--- src/rcd_pkg.sv ---
package rcd_pkg;

  localparam int unsigned CHUNK_W = 31;
  localparam logic [CHUNK_W-1:0] CHUNK_RESET = 31'd128;
  localparam int unsigned QDEPTH_DEF = 4;

  localparam logic [7:0] TYPE_SET_CHUNK = 8'd1;
  localparam logic [7:0] TYPE_AUDIO = 8'd8;
  localparam logic [7:0] TYPE_VIDEO = 8'd9;
  localparam logic [23:0] TS_ESCAPE = 24'hFFFFFF;

  typedef enum logic [2:0] {
    PH_BASIC0,
    PH_BASIC1,
    PH_BASIC2,
    PH_MSGHDR,
    PH_EXTTS,
    PH_PAYLOAD
  } phase_t;

  typedef struct packed {
    logic [7:0]  payload_byte;
    logic        payload_valid;
    logic [16:0] chunk_stream_id;
    logic [7:0]  message_type;
    logic [31:0] message_stream_id;
    logic [23:0] message_length;
    logic [31:0] header_time;
    logic        first_of_message;
    logic        last_of_message;
  } entry_t;

  localparam int unsigned ENTRY_W = $bits(entry_t);

  function automatic logic [3:0] hdr_len(input logic [1:0] fmt);
    logic [3:0] r;
    unique case (fmt)
      2'd0: r = 4'd11;
      2'd1: r = 4'd7;
      2'd2: r = 4'd3;
      default: r = 4'd0;
    endcase
    return r;
  endfunction

  function automatic logic is_av(input logic [7:0] t);
    return (t == TYPE_AUDIO) || (t == TYPE_VIDEO);
  endfunction

endpackage

--- src/rtmp_chunk_deframer.sv ---
// A payload beat is written into the queue and then into the output register before it leaves.
// Throughput: one input byte per cycle; the parser accepts while the queue has room.
// The output register and a 4-entry queue let input and output stall separately.
// Reset (rst, synchronous, active high) clears parse state, queue and time base;
// chunk size returns to 128.
module rtmp_chunk_deframer
  import rcd_pkg::*;
#(
  parameter int unsigned QDEPTH = QDEPTH_DEF
) (
  input  logic               clk,
  input  logic               rst,
  input  logic               s_axis_tvalid,
  output logic               s_axis_tready,
  input  logic [7:0]         s_axis_tdata,   // data_byte
  output logic               m_axis_tvalid,
  input  logic               m_axis_tready,
  // payload_byte, payload_valid, chunk_stream_id, message_type, message_stream_id,
  // message_length, message_time, first_of_message, last_of_message
  output logic [127:0]       m_axis_tdata,
  input  logic               cfg_we,
  input  logic [CHUNK_W-1:0] cfg_data
);

  logic   q_full, q_push, q_valid, q_pop;
  entry_t q_in, q_out;

  rcd_parser u_parser (
    .clk, .rst,
    .in_valid(s_axis_tvalid), .in_byte(s_axis_tdata), .in_ready(s_axis_tready),
    .q_full, .q_push, .q_entry(q_in),
    .cfg_we, .cfg_data
  );

  rcd_queue #(.DEPTH(QDEPTH)) u_queue (
    .clk, .rst, .push(q_push), .push_data(q_in), .full(q_full),
    .pop_valid(q_valid), .pop(q_pop), .pop_data(q_out)
  );

  rcd_emitter u_emit (
    .clk, .rst, .q_valid, .q_data(q_out), .q_pop,
    .out_valid(m_axis_tvalid), .out_ready(m_axis_tready), .out_data(m_axis_tdata)
  );

endmodule

--- src/rcd_parser.sv ---
module rcd_parser
  import rcd_pkg::*;
(
  input  logic               clk,
  input  logic               rst,
  input  logic               in_valid,
  input  logic [7:0]         in_byte,
  output logic               in_ready,
  input  logic               q_full,
  output logic               q_push,
  output entry_t             q_entry,
  input  logic               cfg_we,
  input  logic [CHUNK_W-1:0] cfg_data
);

  phase_t             phase, phase_next;
  logic [3:0]         hcnt;
  logic [1:0]         fmt;
  logic [16:0]        csid;
  logic [31:0]        hts;
  logic [23:0]        len;
  logic [7:0]         mtype;
  logic [31:0]        mstream;
  logic [23:0]        asm_cnt;
  logic [CHUNK_W-1:0] left;
  logic [CHUNK_W-1:0] csize;
  logic [31:0]        cw;

  logic               go;
  logic [23:0]        remaining;
  logic [16:0]        csid_n;
  logic [31:0]        hts_n;
  logic [23:0]        len_n;
  logic [7:0]         mtype_n;
  logic [31:0]        mstream_n;
  logic [3:0]         hcnt_inc;
  logic               hdr_done;
  logic               msg_done;
  logic               start;
  logic [1:0]         fmt_n;
  logic [23:0]        asm_inc;
  logic               pay_last;
  logic [31:0]        cw_n;
  logic               complete;
  logic               chunk_set;
  logic [CHUNK_W-1:0] chunk_value;

  assign in_ready = !q_full;
  assign go = in_valid && in_ready;
  assign hcnt_inc = hcnt + 4'd1;
  assign asm_inc = asm_cnt + 24'd1;
  assign pay_last = asm_inc >= len;
  assign remaining = (len_n > asm_cnt) ? len_n - asm_cnt : 24'd0;

  always_comb begin
    fmt_n = fmt;
    csid_n = csid;
    hts_n = hts;
    len_n = len;
    mtype_n = mtype;
    mstream_n = mstream;
    hdr_done = 1'b0;
    msg_done = 1'b0;
    phase_next = phase;
    unique case (phase)
      PH_BASIC0: begin
        fmt_n = in_byte[7:6];
        csid_n = {11'd0, in_byte[5:0]};
        if (in_byte[5:1] == 5'd0) phase_next = PH_BASIC1;
        else hdr_done = 1'b1;
      end
      PH_BASIC1: begin
        csid_n = 17'd64 + {9'd0, in_byte};
        if (csid == 17'd1) phase_next = PH_BASIC2;
        else hdr_done = 1'b1;
      end
      PH_BASIC2: begin
        csid_n = csid + {1'b0, in_byte, 8'd0};
        hdr_done = 1'b1;
      end
      PH_MSGHDR: begin
        if (hcnt == 4'd0) hts_n = {24'd0, in_byte};
        else if (hcnt <= 4'd2) hts_n = {8'd0, hts[15:0], in_byte};
        else if (hcnt == 4'd3) len_n = {16'd0, in_byte};
        else if (hcnt <= 4'd5) len_n = {len[15:0], in_byte};
        else if (hcnt == 4'd6) mtype_n = in_byte;
        else if (hcnt == 4'd7) mstream_n = {24'd0, in_byte};
        else if (hcnt == 4'd8) mstream_n[15:8] = in_byte;
        else if (hcnt == 4'd9) mstream_n[23:16] = in_byte;
        else mstream_n[31:24] = in_byte;
        if (hcnt_inc >= hdr_len(fmt)) msg_done = 1'b1;
      end
      PH_EXTTS: begin
        hts_n = (hcnt == 4'd0) ? {24'd0, in_byte} : {hts[23:0], in_byte};
        if (hcnt == 4'd3) phase_next = PH_BASIC0;
      end
      PH_PAYLOAD: begin
        if (pay_last || left <= CHUNK_W'(1)) phase_next = PH_BASIC0;
      end
      default: phase_next = PH_BASIC0;
    endcase
    if (hdr_done) begin
      if (hdr_len(fmt_n) == 4'd0) msg_done = 1'b1;
      else phase_next = PH_MSGHDR;
    end
    start = (phase == PH_EXTTS) && (hcnt == 4'd3);
    if (msg_done) begin
      if (hts_n == {8'd0, TS_ESCAPE}) phase_next = PH_EXTTS;
      else start = 1'b1;
    end
    if (start) phase_next = (remaining == 24'd0) ? PH_BASIC0 : PH_PAYLOAD;
  end

  // first four payload bytes, big-endian
  always_comb begin
    cw_n = cw;
    if (phase == PH_PAYLOAD) begin
      if (asm_cnt == 24'd0) cw_n = 32'd0;
      if (asm_cnt < 24'd4) begin
        case (asm_cnt[1:0])
          2'd0: cw_n[31:24] = in_byte;
          2'd1: cw_n[23:16] = in_byte;
          2'd2: cw_n[15:8] = in_byte;
          default: cw_n[7:0] = in_byte;
        endcase
      end
    end else if (start && remaining == 24'd0 && asm_cnt == 24'd0) begin
      cw_n = 32'd0;
    end
  end

  assign complete = go && ((phase == PH_PAYLOAD && pay_last) ||
                           (start && remaining == 24'd0));
  assign chunk_set = complete && mtype_n == TYPE_SET_CHUNK;
  assign chunk_value = (cw_n[30:0] == '0) ? CHUNK_W'(1) : cw_n[30:0];

  always_comb begin
    q_entry.payload_byte = 8'd0;
    q_entry.payload_valid = 1'b0;
    q_entry.chunk_stream_id = csid_n;
    q_entry.message_type = mtype_n;
    q_entry.message_stream_id = mstream_n;
    q_entry.message_length = len_n;
    q_entry.header_time = hts_n;
    q_entry.first_of_message = (asm_cnt == 24'd0);
    q_entry.last_of_message = 1'b1;
    q_push = 1'b0;
    if (go && phase == PH_PAYLOAD) begin
      q_push = 1'b1;
      q_entry.payload_byte = in_byte;
      q_entry.payload_valid = 1'b1;
      q_entry.last_of_message = pay_last;
    end else if (go && start && remaining == 24'd0) begin
      q_push = 1'b1;
    end
  end

  always_ff @(posedge clk) begin
    if (rst) begin
      phase <= PH_BASIC0;
      hcnt <= 4'd0;
      fmt <= 2'd0;
      csid <= 17'd0;
      hts <= 32'd0;
      len <= 24'd0;
      mtype <= 8'd0;
      mstream <= 32'd0;
      asm_cnt <= 24'd0;
      left <= '0;
      csize <= CHUNK_RESET;
      cw <= 32'd0;
    end else begin
      if (cfg_we) csize <= (cfg_data == '0) ? CHUNK_W'(1) : cfg_data;
      else if (chunk_set) csize <= chunk_value;
      if (go) begin
        phase <= phase_next;
        fmt <= fmt_n;
        csid <= csid_n;
        hts <= hts_n;
        len <= len_n;
        mtype <= mtype_n;
        mstream <= mstream_n;
        cw <= cw_n;
        if (phase == PH_MSGHDR || phase == PH_EXTTS) hcnt <= hcnt_inc;
        if (phase_next != phase || hdr_done) hcnt <= 4'd0;
        if (start) begin
          if (remaining == 24'd0) asm_cnt <= 24'd0;
          else left <= ({7'd0, remaining} < csize) ? {7'd0, remaining} : csize;
        end
        if (phase == PH_PAYLOAD) begin
          if (pay_last) begin
            asm_cnt <= 24'd0;
            left <= '0;
          end else begin
            asm_cnt <= asm_inc;
            if (left != '0) left <= left - CHUNK_W'(1);
          end
        end
      end
    end
  end

endmodule

--- src/rcd_queue.sv ---
module rcd_queue
  import rcd_pkg::*;
#(
  parameter int unsigned DEPTH = QDEPTH_DEF
) (
  input  logic   clk,
  input  logic   rst,
  input  logic   push,
  input  entry_t push_data,
  output logic   full,
  output logic   pop_valid,
  input  logic   pop,
  output entry_t pop_data
);

  localparam int unsigned AW = (DEPTH > 1) ? $clog2(DEPTH) : 1;

  entry_t        mem [DEPTH];
  logic [AW-1:0] wptr, rptr;
  logic [AW:0]   count;

  assign full = (count == (AW+1)'(DEPTH));
  assign pop_valid = (count != '0);
  assign pop_data = mem[rptr];

  always_ff @(posedge clk) begin
    if (push) mem[wptr] <= push_data;
  end

  always_ff @(posedge clk) begin
    if (rst) begin
      wptr <= '0;
      rptr <= '0;
      count <= '0;
    end else begin
      if (push) wptr <= (wptr == AW'(DEPTH - 1)) ? '0 : wptr + AW'(1);
      if (pop) rptr <= (rptr == AW'(DEPTH - 1)) ? '0 : rptr + AW'(1);
      count <= count + (AW+1)'(push) - (AW+1)'(pop);
    end
  end

endmodule

--- src/rcd_emitter.sv ---
module rcd_emitter
  import rcd_pkg::*;
(
  input  logic         clk,
  input  logic         rst,
  input  logic         q_valid,
  input  entry_t       q_data,
  output logic         q_pop,
  output logic         out_valid,
  input  logic         out_ready,
  output logic [127:0] out_data
);

  logic [31:0] base;
  logic        base_ok;
  logic [31:0] mtime;
  logic        take;
  logic [7:0]  ob;

  assign mtime = (is_av(q_data.message_type) && base_ok) ?
                 base + q_data.header_time : q_data.header_time;
  assign q_pop = q_valid && (!out_valid || out_ready);
  assign take = q_pop;

  always_ff @(posedge clk) begin
    if (rst) begin
      out_valid <= 1'b0;
      base <= 32'd0;
      base_ok <= 1'b0;
    end else begin
      if (take) begin
        out_valid <= 1'b1;
        if (q_data.last_of_message && is_av(q_data.message_type)) begin
          base <= mtime;
          base_ok <= 1'b1;
        end
      end else if (out_ready) begin
        out_valid <= 1'b0;
      end
    end
  end

  assign ob = q_data.payload_byte;

  always_ff @(posedge clk) begin
    if (take) begin
      out_data <= {4'd0, q_data.last_of_message, q_data.first_of_message, mtime,
                   q_data.message_length, q_data.message_stream_id, q_data.message_type,
                   q_data.chunk_stream_id, q_data.payload_valid, ob};
    end
  end

endmodule

--- config.mk ---
export PLATFORM = sky130hd
export DESIGN_NAME = rtmp_chunk_deframer
export DESIGN_NICKNAME = d
export VERILOG_FILES = /design/src/rcd_pkg.sv /design/src/rtmp_chunk_deframer.sv /design/src/rcd_parser.sv /design/src/rcd_queue.sv /design/src/rcd_emitter.sv
export SDC_FILE = /design/constraint.sdc
export NUM_CORES = 2
export LEC_CHECK = 0
export BUFFER_PORTS_ARGS = -buffer_cell sky130_fd_sc_hd__buf_4
export CAP_MARGIN = 20
export CORE_MARGIN = 8
export CORE_UTILIZATION = 35
export CTS_CLUSTER_DIAMETER = 40
export DETAILED_ROUTE_END_ITERATION = 6
export MAX_ROUTING_LAYER = met4
export PLACE_DENSITY_LB_ADDON = 0.25
export SLEW_MARGIN = 20
export SYNTH_ARGS = -nofsm -noshare
export SYNTH_HDL_FRONTEND = slang
export SYNTH_HIERARCHICAL = 1
export SYNTH_SLANG_ARGS = --single-unit
--- constraint.sdc ---
create_clock -name clk -period 23.4 [get_ports clk]
set_input_delay 1.17 -clock clk [delete_from_list [all_inputs] [get_ports clk]]
set_output_delay 1.17 -clock clk [all_outputs]
set_load 0.05 [all_outputs]
=== Yosys cells after proc, flatten, opt, wreduce, memory -nomap -nowiden ===
Memories as Yosys holds them, arrays and structs flattened. A register that Yosys moved wholly into a read port is not among the register bits.
Cells that the tools add are included.

* Output and inout port bits: 130
* Bits in writable memories: 496
* Register bits: 405
* Memories: 1
* Word-level logic and storage cells: 202
* Input bits: 44

{| class="wikitable"
|+ Memories
! name !! depth !! bits a word !! rd ports !! clocked after Yosys merged registers in !! wr ports !! RTL line !! text
|-
| u_queue.mem || 4 || 124 || 1 || 1 || 1 || rcd_queue.sv:18 || <nowiki>entry_t mem [DEPTH];</nowiki>
|}

* Mux-type cells: 91
* Equal/unequal tests: 25
* Reduce and logical (&&, ||, !) cells: 46
* $lt $le $gt $ge: 8
* Add/subtract/negate cells: 11

{| class="wikitable"
|+ Operators with widths
! kind !! count
|-
| $mux W32 || 14
|-
| $mux W31 || 10
|-
| $mux W24 || 11
|-
| $mux W8 || 14
|-
| $pmux W32 S2 || 1
|-
| $logic_not A31 Y1 || 2
|-
| $pmux W17 S3 || 1
|-
| $logic_not A24 Y1 || 2
|-
| $add A32 B32 Y32 || 1
|-
| $eq A32 B24 Y1 const B || 1
|-
| $le A31 B1 Y1 const B || 1
|-
| $lt A24 B31 Y1 || 1
|-
| $reduce_bool A31 Y1 || 1
|-
| $sub A31 B1 Y31 const B || 1
|-
| $mux W3 || 10
|-
| $add A24 B1 Y24 const B || 1
|-
| $ge A24 B24 Y1 || 1
|-
| $gt A24 B24 Y1 || 1
|-
| $lt A24 B3 Y1 const B || 1
|-
| $pmux W4 S3 || 2
|-
| $sub A24 B24 Y24 || 1
|-
| $add A17 B16 Y17 || 1
|-
| $eq A17 B1 Y1 const B || 1
|-
| $eq A8 B4 Y1 const B || 2
|-
| other kinds (38) || 99
|}

=== Longest topological paths before layout ===
* Depth after elaboration: 17
* Mapped depth: 33
* Gate-level depth less buffers: 29

=== Modules after synthesis ===
The synthesis kept the hierarchy.

{| class="wikitable"
|+ By module, submodules not included
! module !! area each (um^2) !! times used !! cells an instance
|-
| rcd_queue || 18318.8 || 1 || 690
|-
| rcd_parser || 16578.4 || 1 || 2273
|-
| rcd_emitter || 7068.0 || 1 || 574
|}

=== Least setup slack after synthesis ===
No wires, ideal clock.

* Kind: register to register
* Start: reg u_parser.hcnt[0]
* End: mem u_queue/mem[0][0] (netlist name), enable pin
* Slack: 14.681 ns
* Required time: 22.903 ns
* Cell stages (with the launch flop): 25
* Buffers on the path: 5
* Data arrival time: 8.221 ns
* Cells stage by stage: dfxtp_1 inv_1 ha_1 or3b_2 a21oi_1 clkbuf_1 clkbuf_1 nand3_1 o21ai_0 ha_1 buf_6 a21o_1 a311o_1 and3_1 or3_1 buf_2 nor3b_1 o21ai_1 or4_4 nand3b_4 a21oi_1 nand2_1 clkbuf_1 inv_1 and2_1

{| class="wikitable"
|+ RTL lines
! item !! RTL line !! text
|-
| start: declaration || rcd_parser.sv:17 || <nowiki>logic [3:0] hcnt;</nowiki>
|-
| start signal: assignment || rcd_parser.sv:184 || <nowiki>if (phase == PH_MSGHDR || phase == PH_EXTTS) hcnt <= hcnt_inc;</nowiki>
|-
| end: declaration || rcd_queue.sv:18 ||
|}

==> flow_summary.ini <==
[status]
status = finished clean

[synth]
synth_edf_count = 620
syn_area_per_cell_um2 = 11.86
yosys_register_bits = 902
ys_types = 99
yosys-top-cells-area = edfxtp_1 (44%), dfxtp_1 (13%), mux4_2 (6.7%), ha_1 (4.0%), nand2_1 (3.2%)
post-synth-top-count-cell = edfxtp_1
yosysTopAreaCell = edfxtp_1
yosys.area.top_type_share_pct = 44.36
synth_warnings = 6
async_flop_share_pct = 0
ys.flop_type = edfxtp_1
yosysSeqAreaShare_pct = 57.82
synth_cells = 3537
ys_top_cells_by_count = edfxtp_1 (620), nand2_1 (359), nor2_1 (328)
syn-cell-area_um2 = 41970

[pwr]
leakagePower_nw = 17.65
intPower_mw = 3.696
power_frac_comb_pct = 30.3
power.switching_mw = 2.036
switching_share_pct = 35.51
seq_power_share_pct = 35.7
peakVddDrop_mv = 0.08439
power_density_nw_per_um2 = 116.4
clock_power_share_pct = 34.0

[timing]
period_needed_ns = 8.374
tns_ns = 0
fin_crit_sh_pct = 35.78
setup_ws_ns = 15.03
fin_skew_ns = 0.05297
setup_violations = 0
worst_pin_slew_ns = 1.109
drv_slew = 0
grt_setup_unrepaired = false
fmax_mhz = 119.4
maxSlewHeadroom_pct = 25.42
hold_violations = 0

[cells_and_area]
syn_to_final_growth_pct = 17.32
fill_cells = 11293
utilization_pct = 41.20
num_antenna_cells = 0
drive_gt1_share_pct = 16.77
nets = 3860

[critical_path]
path_delay_family = simple AND/OR/NAND/NOR gates
path_class = reg -> reg
cp_cell_sequence = inv_1 > ha_1 > or3b_2 > a21oi_4 > buf_16 > o21ai_0 > ha_1 > nand4_1 > nor4_1 > nand3_1 > and2_0 > a21oi_1 > a31oi_1 > a21oi_1 > nand2_1 > inv_1 > and2_4 > buf_4 > buf_4
slowest_stage = buf_4
cp.arrival_ns = 8.71
timing.rr.start = u_parser/hcnt[0]$_SDFFE_PP0P_
cp-end-kind = flop
worstPathRequired_ns = 23.73
cp_slowest_stage_delay_ns = 0.81
critical_path.startpoint_type = flop
path_max_fanout = 62
cp-startpoint = u_parser/hcnt[0]$_SDFFE_PP0P_
critPathBufInv = 5

[hold_path]
min_from = u_parser/mstream[10]$_SDFFE_PP0P_
hold_class = reg -> reg

[floorplanning]
ios = 174
core_um2 = 119500
dieArea_um2 = 131200
rows = 127
fp.dieH_um = 362.3
start_util_pct = 35.12
dieWidth_um = 362.3

[placed_design]
routabilityCongestion = 0.8993
place_ws_ns = 14.60
post-dp-hpwl_mm = 77.09
port-buffer-count = 169

[drt]
routed_via_density = 5.375
vias = 29018
avgRoutedWirePerCell_um = 21.51
drt-initial-drc-count = 2571
drcViolationCount = 0
totalWireLength_mm = 116.2
ant_nets = 0
firstDrtPassIters = 5

[cts]
cts_tree = yes
ctsResizeCount = 0
clk_root_buffer_cell = clkbuf_16
clock_sinks = 902
clk_pin_slew_ns = 0.05
h-tree-depth = 4
cts_made_buffers = 130
post_cts_buffers = 0
postCtsHoldBufs = 0
clk_path_buf_depth = 3
clock_latency_ns = 0.74

[global_routing]
grt_max_degree = 132
grt_pass1_wl_mm = 175.9
grt_pass1_vias = 27821
grt_util_all_layers_pct = 17.64
overflow = 0
antenna_found_initial = 2

[flow_run]
drv_cap = 0
## area by class of cell
| type | count | area [µm²] | area share, % |
|---|---|---|---|
| Clock buffer | 148 | 3403 | 6.912 |
| Clock inverter | 92 | 987.2 | 2.005 |
| Inverter | 128 | 480.5 | 0.9759 |
| Multi-Input combinational cell | 2304 | 16430 | 33.37 |
| Sequential cell | 902 | 24270 | 49.30 |
| Tap cell | 1612 | 2017 | 4.097 |
| Timing Repair Buffer | 213 | 1645 | 3.342 |
## tightest hold or removal path, stage by stage (launching register included)
cell and delay, ns:
dfxtp_1 0.30, nand2_1 0.05, a21oi_1 0.05
## sequential cells by signal, summed over array words and instances (netlist names), 31 cells and up, named ones only
signal            count
u_queue/mem         496
u_parser/csize       31
u_parser/hts         32
u_emit/base          32
u_parser/mstream     32
u_emit/out_data     124
u_parser/left        31
u_parser/cw          31
## metal layers
metal | vias to the layer above | global-route usage (%) | wire (µm)
li1 | 13631 | - | -
met3 | 162 | 2.807 | 6111
met4 | 0 | 4.508 | 2346
met1 | 14428 | 23.69 | 52650
met5 | - | - | 0
met2 | 797 | 28.01 | 55040
## power groups by stage
stage	sequential (mW)	combinational (mW)	clock, mW
floorplan	2.45	0.861	0
global placement	2.09	1.75	0
detailed placement	2.09	1.75	0
CTS	2.06	1.76	1.99
global route	2.07	1.86	2.06
finish	2.05	1.74	1.95
## placed cells by master, fill, tap and decap left out, drive strengths merged, types with 13 or more instances in the layout
cell type,netlist,routed
a211oi,44,44
a21o,45,45
a21oi,229,229
a221o,19,19
a221oi,13,13
a22o,33,33
a22oi,59,59
a31oi,20,20
and2,19,19
and3,37,37
buf,55,212
clkbuf,151,149
clkinv,1,53
dfxtp,282,282
edfxtp,620,620
ha,133,133
inv,127,148
mux2,23,23
mux2i,47,47
mux4,124,124
nand2,359,359
nand2b,22,22
nand3,68,68
nand4,34,34
nor2,328,328
nor2b,17,17
nor3,89,89
nor4,39,39
o211ai,41,41
o21a,18,18
o21ai,176,176
o22ai,15,15
o31ai,13,13
or3,14,14
xnor2,50,50
xor2,18,18
## through the flow
step                      power, mW  cell area, µm²  hold WS (ns)  instances
after global routing          5.995           49230        0.4717       5399
after global placement        3.835           44800        0.4409       5157
after floorplan               3.306           41980        0.4357       3540
after CTS                     5.806           49190        0.4533       5397
final                         5.732           49230        0.4525       5399
after detailed placement      3.839           44800        0.4456       5157
## cells by family (layout without fill, tap and decap cells)
kind of cell / Yosys count / after routing / share of synthesized area, %
simple gates: 1086 / 1086 / 11.95
flops: 902 / 902 / 57.82
buf+inv: 334 / 581 / 3.306
other cells: 1 / 4 / 0.008936
xor+xnor: 69 / 69 / 1.473
compound gates: 814 / 814 / 12.90
fa+ha+maj: 137 / 137 / 4.156
mux: 194 / 194 / 8.393
## worst paths after layout
check	endpoint	slack [ns]	cells after the start
worst min-delay path	u_parser/mstream[10]$_SDFFE_PP0P_	0.45	2
worst max register to register	u_queue/mem[1][17]$_DFFE_PP_	15.03	19
worst min register to register	u_parser/mstream[10]$_SDFFE_PP0P_	0.45	2
worst max-delay path	u_queue/mem[1][17]$_DFFE_PP_	15.03	19
(Power assumes the default switching activity.)
